$ cat src/hw/rtl/flr_pkg.sv
`timescale 1ns / 1ps

package flr_pkg;

    // Line buffer size in bytes; headers announcing longer lines are refused
    localparam int unsigned LINE_BUFFER_BYTES = 4096;
    localparam int unsigned LEN_W             = 13;
    localparam int unsigned ADDR_W            = 12;
    localparam int unsigned SEQ_W             = 16;
    localparam logic [SEQ_W-1:0] SEQ_LIMIT    = 16'hFFFF;

    // Configuration register indexes
    typedef enum logic [1:0] {
        CFG_LINE_CAP       = 2'd0,
        CFG_FRAGMENT_TYPE  = 2'd1,
        CFG_LAST_FLAG_MASK = 2'd2
    } cfg_index_t;

    localparam logic [LEN_W-1:0] LINE_CAP_RESET       = 13'd4096;
    localparam logic [7:0]       FRAGMENT_TYPE_RESET  = 8'd1;
    localparam logic [7:0]       LAST_FLAG_MASK_RESET = 8'd1;

    // Item operation codes
    typedef enum logic {
        OP_HEADER = 1'b0,
        OP_BYTE   = 1'b1
    } op_t;

    typedef enum logic [3:0] {
        ST_HEADER_OK        = 4'd0,
        ST_BYTE_STORED      = 4'd1,
        ST_IN_PROGRESS      = 4'd2,
        ST_COMPLETE         = 4'd3,
        ST_BAD_FRAME        = 4'd4,
        ST_TOO_LARGE        = 4'd5,
        ST_SEQUENCE         = 4'd6,
        ST_TOTAL_MISMATCH   = 4'd7,
        ST_PAYLOAD_MISMATCH = 4'd8,
        ST_STRAY            = 4'd9
    } status_t;

    typedef struct packed {
        logic             operation;
        logic [7:0]       frame_type;
        logic [7:0]       flags_byte;
        logic [SEQ_W-1:0] sequence_number;
        logic [31:0]      total_length;
        logic [15:0]      payload_length;
        logic [7:0]       payload_byte;
    } in_item_t;

    typedef struct packed {
        status_t           status;
        logic              write_enable;
        logic [ADDR_W-1:0] write_address;
        logic [7:0]        write_data;
        logic [LEN_W-1:0]  line_size;
    } out_item_t;

endpackage

$ cat src/hw/rtl/fragment_line_reassembler.sv
`timescale 1ns / 1ps

// Fragment line reassembler.
// Input channel s_valid/s_ready/s_item carries header items (operation 0) and
// payload byte items (operation 1). Each accepted item yields exactly one
// result item on m_valid/m_ready/m_item: a status, an optional line-buffer
// write (write_enable, write_address, write_data) and the line size when a
// line completes. The caller applies the writes to its own line buffer.
// The result of an accepted item is registered in the result register, or in
// the skid register while a result waits. One item is accepted per cycle while
// s_ready is high; the header checks and the counter updates are combinational
// between the input and the result register. A one-entry skid register behind
// the result register lets one more item in while a result waits; s_ready
// drops only when both hold a result. Configuration (cfg_write_enable,
// cfg_index, cfg_write_data) must be written only while no item is in flight;
// the block does not enforce it. Reset (aresetn low, synchronous) drops any
// open line, empties both result registers and restores the register defaults.
module fragment_line_reassembler
    import flr_pkg::*;
(
    input  logic              aclk,
    input  logic              aresetn,
    input  logic              s_valid,
    output logic              s_ready,
    input  in_item_t          s_item,
    output logic              m_valid,
    input  logic              m_ready,
    output out_item_t         m_item,
    input  logic              cfg_write_enable,
    input  logic [1:0]        cfg_index,
    input  logic [LEN_W-1:0]  cfg_write_data
);

    // Configuration registers
    logic [LEN_W-1:0] line_cap_reg;
    logic [7:0]       fragment_type_code_reg;
    logic [7:0]       last_flag_mask_reg;

    // Line state
    logic             line_active_reg,       line_active_next;
    logic [LEN_W-1:0] expected_total_reg,    expected_total_next;
    logic [LEN_W-1:0] bytes_received_reg,    bytes_received_next;
    logic [SEQ_W-1:0] expected_sequence_reg, expected_sequence_next;
    logic [15:0]      bytes_pending_reg,     bytes_pending_next;
    status_t          final_status_reg,      final_status_next;
    logic [LEN_W-1:0] final_line_size_reg,   final_line_size_next;

    // Result and skid registers
    logic      out_valid_reg;
    out_item_t out_item_reg;
    logic      skid_valid_reg;
    out_item_t skid_item_reg;

    logic      accept;
    out_item_t result;

    // Header helpers
    logic             last_flag;
    logic             bad_frame;
    logic             too_large;
    logic [LEN_W-1:0] eff_total;
    logic [LEN_W-1:0] eff_received;
    logic [SEQ_W-1:0] eff_sequence;
    logic [LEN_W-1:0] room;
    logic [LEN_W+3:0] filled;
    status_t          outcome;
    logic [LEN_W-1:0] outcome_size;

    assign s_ready = !skid_valid_reg;
    assign accept  = s_valid && s_ready;
    assign m_valid = out_valid_reg;
    assign m_item  = out_item_reg;

    // Write configuration; indexes beyond the list are ignored
    always_ff @(posedge aclk) begin
        if (!aresetn) begin
            line_cap_reg           <= LINE_CAP_RESET;
            fragment_type_code_reg <= FRAGMENT_TYPE_RESET;
            last_flag_mask_reg     <= LAST_FLAG_MASK_RESET;
        end else if (cfg_write_enable) begin
            case (cfg_index)
                CFG_LINE_CAP:       line_cap_reg           <= cfg_write_data;
                CFG_FRAGMENT_TYPE:  fragment_type_code_reg <= cfg_write_data[7:0];
                CFG_LAST_FLAG_MASK: last_flag_mask_reg     <= cfg_write_data[7:0];
                default: ;
            endcase
        end
    end

    // Header check terms
    always_comb begin
        last_flag = |(s_item.flags_byte & last_flag_mask_reg);
        bad_frame = (s_item.frame_type != fragment_type_code_reg)
                    || (|(s_item.flags_byte & ~last_flag_mask_reg))
                    || (s_item.total_length == 32'd0)
                    || ({16'd0, s_item.payload_length} > s_item.total_length);
        too_large = (s_item.total_length > {{(32-LEN_W){1'b0}}, line_cap_reg})
                    || (s_item.total_length > 32'(LINE_BUFFER_BYTES));
        if (line_active_reg) begin
            eff_total    = expected_total_reg;
            eff_received = bytes_received_reg;
            eff_sequence = expected_sequence_reg;
        end else begin
            eff_total    = s_item.total_length[LEN_W-1:0];
            eff_received = '0;
            eff_sequence = '0;
        end
        room   = eff_total - eff_received;
        filled = {4'd0, eff_received} + {1'b0, s_item.payload_length};
        if (!last_flag) begin
            outcome      = ST_IN_PROGRESS;
            outcome_size = '0;
        end else if (filled != {4'd0, eff_total}) begin
            outcome      = ST_PAYLOAD_MISMATCH;
            outcome_size = '0;
        end else begin
            outcome      = ST_COMPLETE;
            outcome_size = eff_total;
        end
    end

    // Process one item: build its result and the next line state
    always_comb begin
        line_active_next       = line_active_reg;
        expected_total_next    = expected_total_reg;
        bytes_received_next    = bytes_received_reg;
        expected_sequence_next = expected_sequence_reg;
        bytes_pending_next     = bytes_pending_reg;
        final_status_next      = final_status_reg;
        final_line_size_next   = final_line_size_reg;
        result                 = '{status: ST_HEADER_OK, write_enable: 1'b0,
                                   write_address: '0, write_data: '0, line_size: '0};

        if (s_item.operation == OP_HEADER) begin
            // Any failure drops the line: every state field returns to zero
            line_active_next       = 1'b0;
            expected_total_next    = '0;
            bytes_received_next    = '0;
            expected_sequence_next = '0;
            bytes_pending_next     = '0;
            final_status_next      = ST_HEADER_OK;
            final_line_size_next   = '0;
            if (bytes_pending_reg != 16'd0) begin
                result.status = ST_PAYLOAD_MISMATCH;
            end else if (bad_frame) begin
                result.status = ST_BAD_FRAME;
            end else if (too_large) begin
                result.status = ST_TOO_LARGE;
            end else if (!line_active_reg && s_item.sequence_number != '0) begin
                result.status = ST_SEQUENCE;
            end else if (line_active_reg
                         && s_item.total_length != {{(32-LEN_W){1'b0}}, expected_total_reg}) begin
                result.status = ST_TOTAL_MISMATCH;
            end else if (s_item.sequence_number != eff_sequence) begin
                result.status = ST_SEQUENCE;
            end else if (s_item.payload_length > {3'd0, room}) begin
                result.status = ST_PAYLOAD_MISMATCH;
            end else if (eff_sequence == SEQ_LIMIT
                         && (filled < {4'd0, eff_total} || !last_flag)) begin
                result.status = ST_SEQUENCE;
            end else if (s_item.payload_length == 16'd0) begin
                // Empty fragment reports its outcome at once
                result.status    = outcome;
                result.line_size = outcome_size;
                if (outcome == ST_IN_PROGRESS) begin
                    line_active_next       = 1'b1;
                    expected_total_next    = eff_total;
                    bytes_received_next    = eff_received;
                    expected_sequence_next = eff_sequence + 1'b1;
                end
            end else begin
                // Hold the outcome until the fragment's last byte
                result.status          = ST_HEADER_OK;
                line_active_next       = 1'b1;
                expected_total_next    = eff_total;
                bytes_received_next    = eff_received;
                expected_sequence_next = eff_sequence + 1'b1;
                bytes_pending_next     = s_item.payload_length;
                final_status_next      = outcome;
                final_line_size_next   = outcome_size;
            end
        end else if (bytes_pending_reg == 16'd0) begin
            result.status = ST_STRAY;
        end else begin
            result.write_enable  = 1'b1;
            result.write_address = bytes_received_reg[ADDR_W-1:0];
            result.write_data    = s_item.payload_byte;
            bytes_received_next  = bytes_received_reg + 1'b1;
            bytes_pending_next   = bytes_pending_reg - 1'b1;
            if (bytes_pending_reg == 16'd1) begin
                // Last byte of the fragment carries the settled outcome
                result.status        = final_status_reg;
                result.line_size     = (final_status_reg == ST_COMPLETE)
                                       ? final_line_size_reg : '0;
                final_status_next    = ST_HEADER_OK;
                final_line_size_next = '0;
                if (final_status_reg == ST_COMPLETE
                    || final_status_reg == ST_PAYLOAD_MISMATCH) begin
                    line_active_next       = 1'b0;
                    expected_total_next    = '0;
                    bytes_received_next    = '0;
                    expected_sequence_next = '0;
                end
            end else begin
                result.status = ST_BYTE_STORED;
            end
        end
    end

    // Advance line state on each accepted item
    always_ff @(posedge aclk) begin
        if (!aresetn) begin
            line_active_reg       <= 1'b0;
            expected_total_reg    <= '0;
            bytes_received_reg    <= '0;
            expected_sequence_reg <= '0;
            bytes_pending_reg     <= '0;
            final_status_reg      <= ST_HEADER_OK;
            final_line_size_reg   <= '0;
        end else if (accept) begin
            line_active_reg       <= line_active_next;
            expected_total_reg    <= expected_total_next;
            bytes_received_reg    <= bytes_received_next;
            expected_sequence_reg <= expected_sequence_next;
            bytes_pending_reg     <= bytes_pending_next;
            final_status_reg      <= final_status_next;
            final_line_size_reg   <= final_line_size_next;
        end
    end

    // Result register with one skid entry behind it
    always_ff @(posedge aclk) begin
        if (!aresetn) begin
            out_valid_reg  <= 1'b0;
            skid_valid_reg <= 1'b0;
        end else if (!out_valid_reg || m_ready) begin
            if (skid_valid_reg) begin
                out_valid_reg  <= 1'b1;
                skid_valid_reg <= 1'b0;
            end else begin
                out_valid_reg <= accept;
            end
        end else if (accept) begin
            skid_valid_reg <= 1'b1;
        end
    end

    always_ff @(posedge aclk) begin
        if (!out_valid_reg || m_ready) begin
            out_item_reg <= skid_valid_reg ? skid_item_reg : result;
        end else if (accept) begin
            skid_item_reg <= result;
        end
    end

    // Skid entry only fills behind a waiting result
    a_skid_behind_out: assert property (@(posedge aclk) disable iff (!aresetn)
        skid_valid_reg |-> out_valid_reg)
        else $error("skid entry held without a result in the output register");

    // Writes only come with byte outcomes
    a_write_status: assert property (@(posedge aclk) disable iff (!aresetn)
        (m_valid && m_item.write_enable) |->
            (m_item.status == ST_BYTE_STORED || m_item.status == ST_IN_PROGRESS
             || m_item.status == ST_COMPLETE || m_item.status == ST_PAYLOAD_MISMATCH))
        else $error("buffer write reported with a non-byte status");

    // Line size only reported on completion
    a_size_on_complete: assert property (@(posedge aclk) disable iff (!aresetn)
        (m_valid && m_item.line_size != '0) |-> (m_item.status == ST_COMPLETE))
        else $error("line size reported without completion");

    // Pending bytes belong to an open line that has room for them
    a_pending_active: assert property (@(posedge aclk) disable iff (!aresetn)
        (bytes_pending_reg != 16'd0) |->
            (line_active_reg && bytes_received_reg < expected_total_reg))
        else $error("bytes pending outside an open line");

    a_received_bound: assert property (@(posedge aclk) disable iff (!aresetn)
        bytes_received_reg <= expected_total_reg)
        else $error("received count exceeds the line total");

endmodule
$ cat config.mk
export PLATFORM = sky130hd
export DESIGN_NAME = fragment_line_reassembler
export DESIGN_NICKNAME = d
export VERILOG_FILES = /design/src/hw/rtl/flr_pkg.sv /design/src/hw/rtl/fragment_line_reassembler.sv
export SDC_FILE = /design/constraint.sdc
export NUM_CORES = 1
export LEC_CHECK = 0
export BUFFER_PORTS_ARGS = -buffer_cell sky130_fd_sc_hd__buf_2
export CELL_PAD_IN_SITES_DETAIL_PLACEMENT = 1
export CELL_PAD_IN_SITES_GLOBAL_PLACEMENT = 1
export CORE_AREA = 5 5 171 173
export CTS_BUF_LIST = sky130_fd_sc_hd__clkbuf_4 sky130_fd_sc_hd__clkbuf_8
export CTS_CLUSTER_SIZE = 16
export DETAILED_ROUTE_END_ITERATION = 16
export DIE_AREA = 0 0 176 178
export PLACE_DENSITY_LB_ADDON = 0.1
export SLEW_MARGIN = 25
export SYNTH_ARGS = -nofsm -noshare
export SYNTH_HDL_FRONTEND = slang
export SYNTH_SLANG_ARGS = --single-unit
$ cat constraint.sdc
create_clock -name aclk -period 8.1 [get_ports aclk]
set_input_delay 0.81 -clock aclk [delete_from_list [all_inputs] [get_ports aclk]]
set_output_delay 0.81 -clock aclk [all_outputs]
set_load 0.1 [all_outputs]
---- After elaboration in Yosys (flattened, before gate mapping) ----
Cells that the tools add are included.
storage, ports and cells
  input port bits ......................... 109
  logic and storage cells ................. 208
  output and inout bits ................... 40
  flip-flop bits (word level) ............. 183
cells by class
  order comparisons ....................... 5
  bitwise logic cells ..................... 5
  reduce and logical (&&, ||, !) cells .... 31
  $add $sub $neg .......................... 5
  multiplexer cells ....................... 126
  equal/unequal tests ..................... 14
operator list
  cell                     count
  $mux W13                 56
  $mux W16                 26
  $mux W4                  26
  $mux W38                 1
  $mux W34                 1
  $gt A16 B32 Y1           1
  $gt A32 B13 Y1           1
  $gt A32 B13 Y1 const B   1
  $logic_not A16 Y1        2
  $logic_not A32 Y1        1
  $ne A32 B13 Y1           1
  $reduce_bool A16 Y1      2
  $mux W21                 1
  $add A13 B16 Y17         1
  $lt A17 B13 Y1           1
  $ne A17 B13 Y1           1
  $add A16 B1 Y16 const B  1
  $and A8 B8 Y8            2
  $eq A16 B1 Y1 const B    1
  $eq A16 B16 Y1 const B   1
  $gt A16 B13 Y1           1
  $ne A16 B16 Y1           1
  $reduce_or A8 Y1         2
  $sub A16 B1 Y16 const B  1
  20 further kinds         53

---- Depth between registers and ports, before layout ----
  depth after elaboration ................. 17
  gate-level depth with buffers ........... 31
  gate-level depth less buffers ........... 23

---- Worst setup path before layout ----
OpenSTA, ideal clock, no wires.
  path kind ............................... register -> register
  from .................................... register line_active_reg
  to ...................................... register out_item_reg (netlist bit m_item[10]) (data pin)
  library setup time ...................... 0.161 ns
  data required time ...................... 7.939 ns
  period minus slack after synthesis ...... 6.292 ns
  stages on the path, launching flop included .. 30
  data arrival time ....................... 6.131 ns
  path slack .............................. 1.808 ns
  cell sequence ........................... dfxtp_1 > buf_6 > buf_4 > buf_2 > buf_2 > buf_1 > clkbuf_1 > clkbuf_1 > and2_1 > ha_1 > inv_1 > a21o_1 > a21oi_1 > o22ai_1 > a21oi_1 > o21bai_1 > a2111oi_0 > nor2_1 > a311oi_1 > ha_1 > and4_1 > a31oi_1 > o21ai_0 > o21ai_0 > nand4_1 > or3_1 > nor4_2 > buf_4 > nand3_2 > a31oi_1
between the ends
  cells in the longest elaborated chain, start to end .. 16
  elaborated cells on any way between the ends .. 28
RTL lines
  element                                                    RTL line                          text
  from (decl)                                                fragment_line_reassembler.sv:40   logic line_active_reg, line_active_next;
  from (signal assigned)                                     fragment_line_reassembler.sv:221  line_active_reg <= line_active_next;
  branches (longest 10 deep; another with $add A13 B16 Y17)  n/a
  $mux W13 *                                                 fragment_line_reassembler.sv:149  end else if (!line_active_reg && s_item.sequence_number != '0) begin
  $mux W13 *                                                 fragment_line_reassembler.sv:147  end else if (too_large) begin
  $mux W13 *                                                 fragment_line_reassembler.sv:145  end else if (bad_frame) begin
  $mux W13 *                                                 fragment_line_reassembler.sv:143  if (bytes_pending_reg != 16'd0) begin
  $mux W13 *                                                 fragment_line_reassembler.sv:134  if (s_item.operation == OP_HEADER) begin
  $mux W38 *                                                 fragment_line_reassembler.sv:250  out_item_reg <= skid_valid_reg ? skid_item_reg : result;
  to (signal assigned)                                       fragment_line_reassembler.sv:250
  to (decl)                                                  fragment_line_reassembler.sv:50   out_item_t out_item_reg;
Every way passes the cells marked *.
A chain may end at the register's enable or synchronous reset.

---- Worst setup path after layout ----
  from .................................... register line_active_reg
  to ...................................... register final_line_size_reg[0]
between the ends
  cells in the longest elaborated chain, start to end .. 15
  elaborated cells on any way between the ends .. 27
RTL lines
  element                                                    RTL line                          text
  branches (longest 10 deep; another with $add A13 B16 Y17)  n/a
  $mux W13 *                                                 fragment_line_reassembler.sv:149
  $mux W13 *                                                 fragment_line_reassembler.sv:147
  $mux W13 *                                                 fragment_line_reassembler.sv:145
  $mux W13 *                                                 fragment_line_reassembler.sv:143
  $mux W13 *                                                 fragment_line_reassembler.sv:134
  to (signal assigned)                                       fragment_line_reassembler.sv:227  final_line_size_reg <= final_line_size_next;
  to (decl)                                                  fragment_line_reassembler.sv:46   logic [LEN_W-1:0] final_line_size_reg, final_line_size_next;
Marks and branches as above.

==> metrics.log <==
[metrics] htree depth: 4
[metrics] number of buffer cells added on primary ports: 148
[metrics] number of buffers inserted to repair setup after CTS: 0
[metrics] sink count of the clock tree: 182
[metrics] area of the core: 0.02748 sq mm
[metrics] post-detailed-route count of antenna-violating nets: 0
[metrics] Vias/cell: 5.959
[metrics] final setup TNS: 0 ps
[metrics] Pleak: 5.682 nW
[metrics] largest family of logic cells by synthesized area: simple AND/OR/NAND/NOR gates
[metrics] total power density per cell area: 159.8 mW/mm^2
[metrics] Min-Delay Path Class: register to register
[metrics] Clock transition at path regs: 120 ps
[metrics] capturing element type of the critical path: register
[metrics] cts bufs inserted: 17
[metrics] number of enable flip-flop cells after synthesis: 76
[metrics] net total in the final layout: 1735
[metrics] DIE WIDTH: 176 um
[metrics] transition at the pin with the smallest max-transition slack: 1054 ps
[metrics] routability-driven placement congestion ratio: 0.9256
[metrics] signal arrival time at the worst endpoint: 7050 ps
[metrics] routed length per instance: 20.97 um
[metrics] Slowest-stage cell, CP: sky130_fd_sc_hd__dfxtp_2
[metrics] Synth Area in Simple Gates: 0.2311
[metrics] Synth async-reset ratio: 0
[metrics] fraction of layout instances using a drive strength above 1: 0.1821
[metrics] final core area utilization: 0.5056
[metrics] sequential element share of the synthesized area: 0.3554
[metrics] IR drop worst, VDD: 0.1007 mV
[metrics] ports placed on the boundary: 149
[metrics] time the final worst path needs with I/O delays and setup: 6665 ps
[metrics] GRT busiest layer: met2
[metrics] number of non-filler instances in the completed layout: 1906
[metrics] Final Routed Wirelength: 39970 um
[metrics] cell mode on critical path: sky130_fd_sc_hd__o21ai_0
[metrics] worst reg2reg path startpoint: line_active_reg
[metrics] clock buffer depth: 2
[metrics] synthesized flop and latch total: 182
[metrics] maximum fanout along the worst path: 29
[metrics] met2 track demand over resource: 0.4245
[metrics] clock tree from TritonCTS: built
[metrics] post-synth net total: 1613
[metrics] achievable frequency: 0.1500 GHz
[metrics] number of antenna violations at the first check in global routing: 0
[metrics] post-synthesis cell count: 1425
[metrics] Area Overhead vs Synth: 12.13%
[metrics] Die ar.: 0.03133 sq mm
[metrics] nature of the critical path startpoint: register
[metrics] result of the run: finished clean
[metrics] maximum number of pins on one net before global-route repair: 49
[metrics] root buffer selected by CTS: sky130_fd_sc_hd__clkbuf_8
[metrics] final setup margin: 1435 ps
[metrics] vertical die dimension: 178 um
[metrics] total gr overflow: 0
[metrics] final-report setup violation count: 0
[metrics] global-route wire length before repair: 63470 um
[metrics] met1 routing resource usage after global routing: 0.3325
[metrics] number of global-route vias before repair: 11700
[metrics] Min-Delay Startpoint: final_line_size_reg[9]
[metrics] combined area of all synthesized cells: 0.01239 sq mm
[metrics] initial drt markers: 639
[metrics] CP Data Required Time: 8490 ps
[metrics] number of endpoints with negative hold slack in the final report: 0
[metrics] Hold WS: 467.2 ps
[metrics] post-CTS sizing: 0
[metrics] setup slack of the most critical reg-to-reg path: 1440 ps
[metrics] total power consumption of the routed design: 2.220 mW
[metrics] Warnings, synthesis: 0
[metrics] post-synthesis mux area share: 0.05130
[metrics] number of distinct library cell variants in the gate-level netlist after synthesis: 97
[metrics] cell area after placement: 0.01348 sq mm
[metrics] fraction of the mapped netlist area in adder cells: 0.08270
[metrics] drt drc: 0
[metrics] fin area: 0.01389 sq mm
[metrics] total iterations of the first detailed-routing run: 5
[metrics] critical-path cell list: mux2i_1, buf_4, inv_1, ha_1, a21o_1, a21oi_1, o22ai_1, a21oi_1, o21bai_1, a2111oi_0, nor2_1, a311oi_1, ha_1, and4_1, a31oi_1, o21ai_0, o21ai_0, nand4_1, or2_2, nor3_4, nand4b_4, o21ai_0
[metrics] Min-Delay Endpoint: final_line_size_reg[9]
[metrics] depth of the worst register-to-register path: 22
[metrics] hold-critical path depth: 2
[metrics] unrepaired setup endpoints after global routing: false
[metrics] ANT cells: 0
[metrics] synthesized-area fraction occupied by ao, oa, aoi and oai cells: 0.1838
[metrics] setup slack at placement: 1474 ps
[metrics] cell count after placement: 1874
[metrics] skew final: 23.61 ps
[metrics] Final HPWL DP: 30650 um
[metrics] final max-slew violation count: 0
[metrics] Global Route Usage Sum: 0.2542
[metrics] effective utilization at floorplan: 0.4510
[metrics] final cycle utilization of the critical path: 0.8228
[metrics] met3 routing resource usage after global routing: 0.03900
[metrics] hold bufs inserted after CTS: 0
[metrics] longest individual stage delay on the worst path: 730 ps
[metrics] Mapped Avg Cell Area: 8.695 sq um
[metrics] worst max-slew margin expressed relative to the limit: 0.2792
[metrics] Primary FF master, synth: sky130_fd_sc_hd__dfxtp_1
[metrics] Rows: 61
[metrics] CP Class: register to register
[metrics] terminus of the critical flop-to-flop path: final_line_size_reg[0]
[metrics] fillers: 3292
[metrics] post-synthesis share of cell area spent on xor and xnor gates: 0.04453
[metrics] count of maximum capacitance violations: 0
[metrics] clock latency reported for the late side of the worst-skew pair: 490 ps
[metrics] vias post-DR: 11360
## power breakdown
group / internal, mW / switching, mW
clock network: 0.237 / 0.415
logic: 0.155 / 0.393
registers: 0.998 / 0.0215
## routing by layer
metal	vias to the layer above	routed length, um
met4	0	1407
met5	-	0
li1	5473	-
met2	289	18720
met1	5526	18070
met3	69	1772
## cell type report
type                            count  area [sq um]  area share
Clock buffer                       17         234.0     0.01684
Clock inverter                     15         168.9     0.01216
Inverter                           83         311.5     0.02242
Multi-Input combinational cell   1090          7392      0.5321
Sequential cell                   182          4405      0.3171
Tap cell                          346         432.9     0.03116
Timing Repair Buffer              173         948.4     0.06826
## synth_stat cells, types with 9 or more instances
| cell | instances | area [sq um] |
|---|---|---|
| sky130_fd_sc_hd__a21o_1 | 24 | 180.2 |
| sky130_fd_sc_hd__a21oi_1 | 87 | 435.4 |
| sky130_fd_sc_hd__a22oi_1 | 15 | 112.6 |
| sky130_fd_sc_hd__a2bb2oi_1 | 16 | 140.1 |
| sky130_fd_sc_hd__a31oi_1 | 19 | 118.9 |
| sky130_fd_sc_hd__and2_1 | 34 | 212.7 |
| sky130_fd_sc_hd__and3_1 | 16 | 100.1 |
| sky130_fd_sc_hd__buf_2 | 11 | 55.05 |
| sky130_fd_sc_hd__clkbuf_1 | 46 | 172.7 |
| sky130_fd_sc_hd__dfxtp_1 | 106 | 2122 |
| sky130_fd_sc_hd__edfxtp_1 | 76 | 2282 |
| sky130_fd_sc_hd__ha_1 | 77 | 963.4 |
| sky130_fd_sc_hd__inv_1 | 81 | 304.0 |
| sky130_fd_sc_hd__mux2_2 | 25 | 281.5 |
| sky130_fd_sc_hd__mux2i_1 | 34 | 340.3 |
| sky130_fd_sc_hd__nand2_1 | 165 | 619.3 |
| sky130_fd_sc_hd__nand2b_1 | 17 | 106.4 |
| sky130_fd_sc_hd__nand3_1 | 46 | 230.2 |
| sky130_fd_sc_hd__nand3_2 | 9 | 90.09 |
| sky130_fd_sc_hd__nand3b_1 | 11 | 82.58 |
| sky130_fd_sc_hd__nand4_1 | 31 | 193.9 |
| sky130_fd_sc_hd__nor2_1 | 97 | 364.1 |
| sky130_fd_sc_hd__nor2b_1 | 10 | 62.56 |
| sky130_fd_sc_hd__nor3_1 | 38 | 190.2 |
| sky130_fd_sc_hd__nor4_1 | 20 | 125.1 |
| sky130_fd_sc_hd__o21a_1 | 9 | 67.56 |
| sky130_fd_sc_hd__o21ai_0 | 57 | 285.3 |
| sky130_fd_sc_hd__o21ai_2 | 10 | 87.58 |
| sky130_fd_sc_hd__o22ai_1 | 13 | 81.33 |
| sky130_fd_sc_hd__o31ai_1 | 10 | 75.07 |
| sky130_fd_sc_hd__or4_1 | 10 | 75.07 |
| sky130_fd_sc_hd__xnor2_1 | 41 | 359.1 |
| sky130_fd_sc_hd__xor2_1 | 22 | 192.7 |
## critical path, delay by kind of cell (launching register included)
family                     cells  cell delay (ps)
AOI/OAI and AO/OA             11             2880
DFF                            1              730
muxes                          1              300
adders and majority gates      2              560
buffers and inverters          2              260
and+or+nand+nor                6             1800
## kinds of logic (layout without fill, tap and decap cells)
kind of cell	after synthesis	count (layout)
adders and majority gates	81	81
buffers and inverters	153	288
AOI/OAI and AO/OA	336	336
DFF	182	182
xor gates and xnor gates	63	63
and+or+nand+nor	550	550
muxes	60	60
## worst max-delay path by stage
| stage | slack, ps | startpoint | to |
|---|---|---|---|
| 3_3_place_gp | 1630 | s_item[25] | expected_sequence_reg[2] |
| 6_report | 1440 | line_active_reg | final_line_size_reg[0] |
| 4_1_cts | 1500 | line_active_reg | final_line_size_reg[0] |
| 2_1_floorplan | 1810 | line_active_reg | m_item[10] |
| 3_5_place_dp | 1470 | s_item[25] | expected_sequence_reg[2] |
| 5_1_grt | 980 | line_active_reg | final_line_size_reg[0] |
## cell usage in the layout, fill, tap and decap left out, types with 9 or more instances in the layout
| master | Yosys | routed |
|---|---|---|
| sky130_fd_sc_hd__a21oi_1 | 87 | 86 |
| sky130_fd_sc_hd__clkbuf_8 | 0 | 17 |
| sky130_fd_sc_hd__o21ai_2 | 10 | 10 |
| sky130_fd_sc_hd__o21ai_0 | 57 | 57 |
| sky130_fd_sc_hd__nor4_1 | 20 | 20 |
| sky130_fd_sc_hd__inv_1 | 81 | 81 |
| sky130_fd_sc_hd__a2bb2oi_1 | 16 | 16 |
| sky130_fd_sc_hd__nand2b_1 | 17 | 16 |
| sky130_fd_sc_hd__a22oi_1 | 15 | 15 |
| sky130_fd_sc_hd__or4_1 | 10 | 10 |
| sky130_fd_sc_hd__xnor2_1 | 41 | 41 |
| sky130_fd_sc_hd__o31ai_1 | 10 | 10 |
| sky130_fd_sc_hd__mux2i_1 | 34 | 34 |
| sky130_fd_sc_hd__nand2_1 | 165 | 165 |
| sky130_fd_sc_hd__nand3_1 | 46 | 45 |
| sky130_fd_sc_hd__nor2b_1 | 10 | 10 |
| sky130_fd_sc_hd__and3_1 | 16 | 16 |
| sky130_fd_sc_hd__nor3_1 | 38 | 37 |
| sky130_fd_sc_hd__and2_1 | 34 | 34 |
| sky130_fd_sc_hd__nand3_2 | 9 | 10 |
| sky130_fd_sc_hd__dfxtp_1 | 106 | 105 |
| sky130_fd_sc_hd__xor2_1 | 22 | 22 |
| sky130_fd_sc_hd__a21o_1 | 24 | 24 |
| sky130_fd_sc_hd__buf_4 | 4 | 24 |
| sky130_fd_sc_hd__o22ai_1 | 13 | 13 |
| sky130_fd_sc_hd__mux2_2 | 25 | 25 |
| sky130_fd_sc_hd__edfxtp_1 | 76 | 76 |
| sky130_fd_sc_hd__nand4_1 | 31 | 31 |
| sky130_fd_sc_hd__ha_1 | 77 | 77 |
| sky130_fd_sc_hd__nor2_1 | 97 | 96 |
| sky130_fd_sc_hd__buf_2 | 11 | 148 |
| sky130_fd_sc_hd__nand3b_1 | 11 | 11 |
| sky130_fd_sc_hd__o21a_1 | 9 | 9 |
| sky130_fd_sc_hd__a31oi_1 | 19 | 19 |
(Power assumes the default switching activity.)
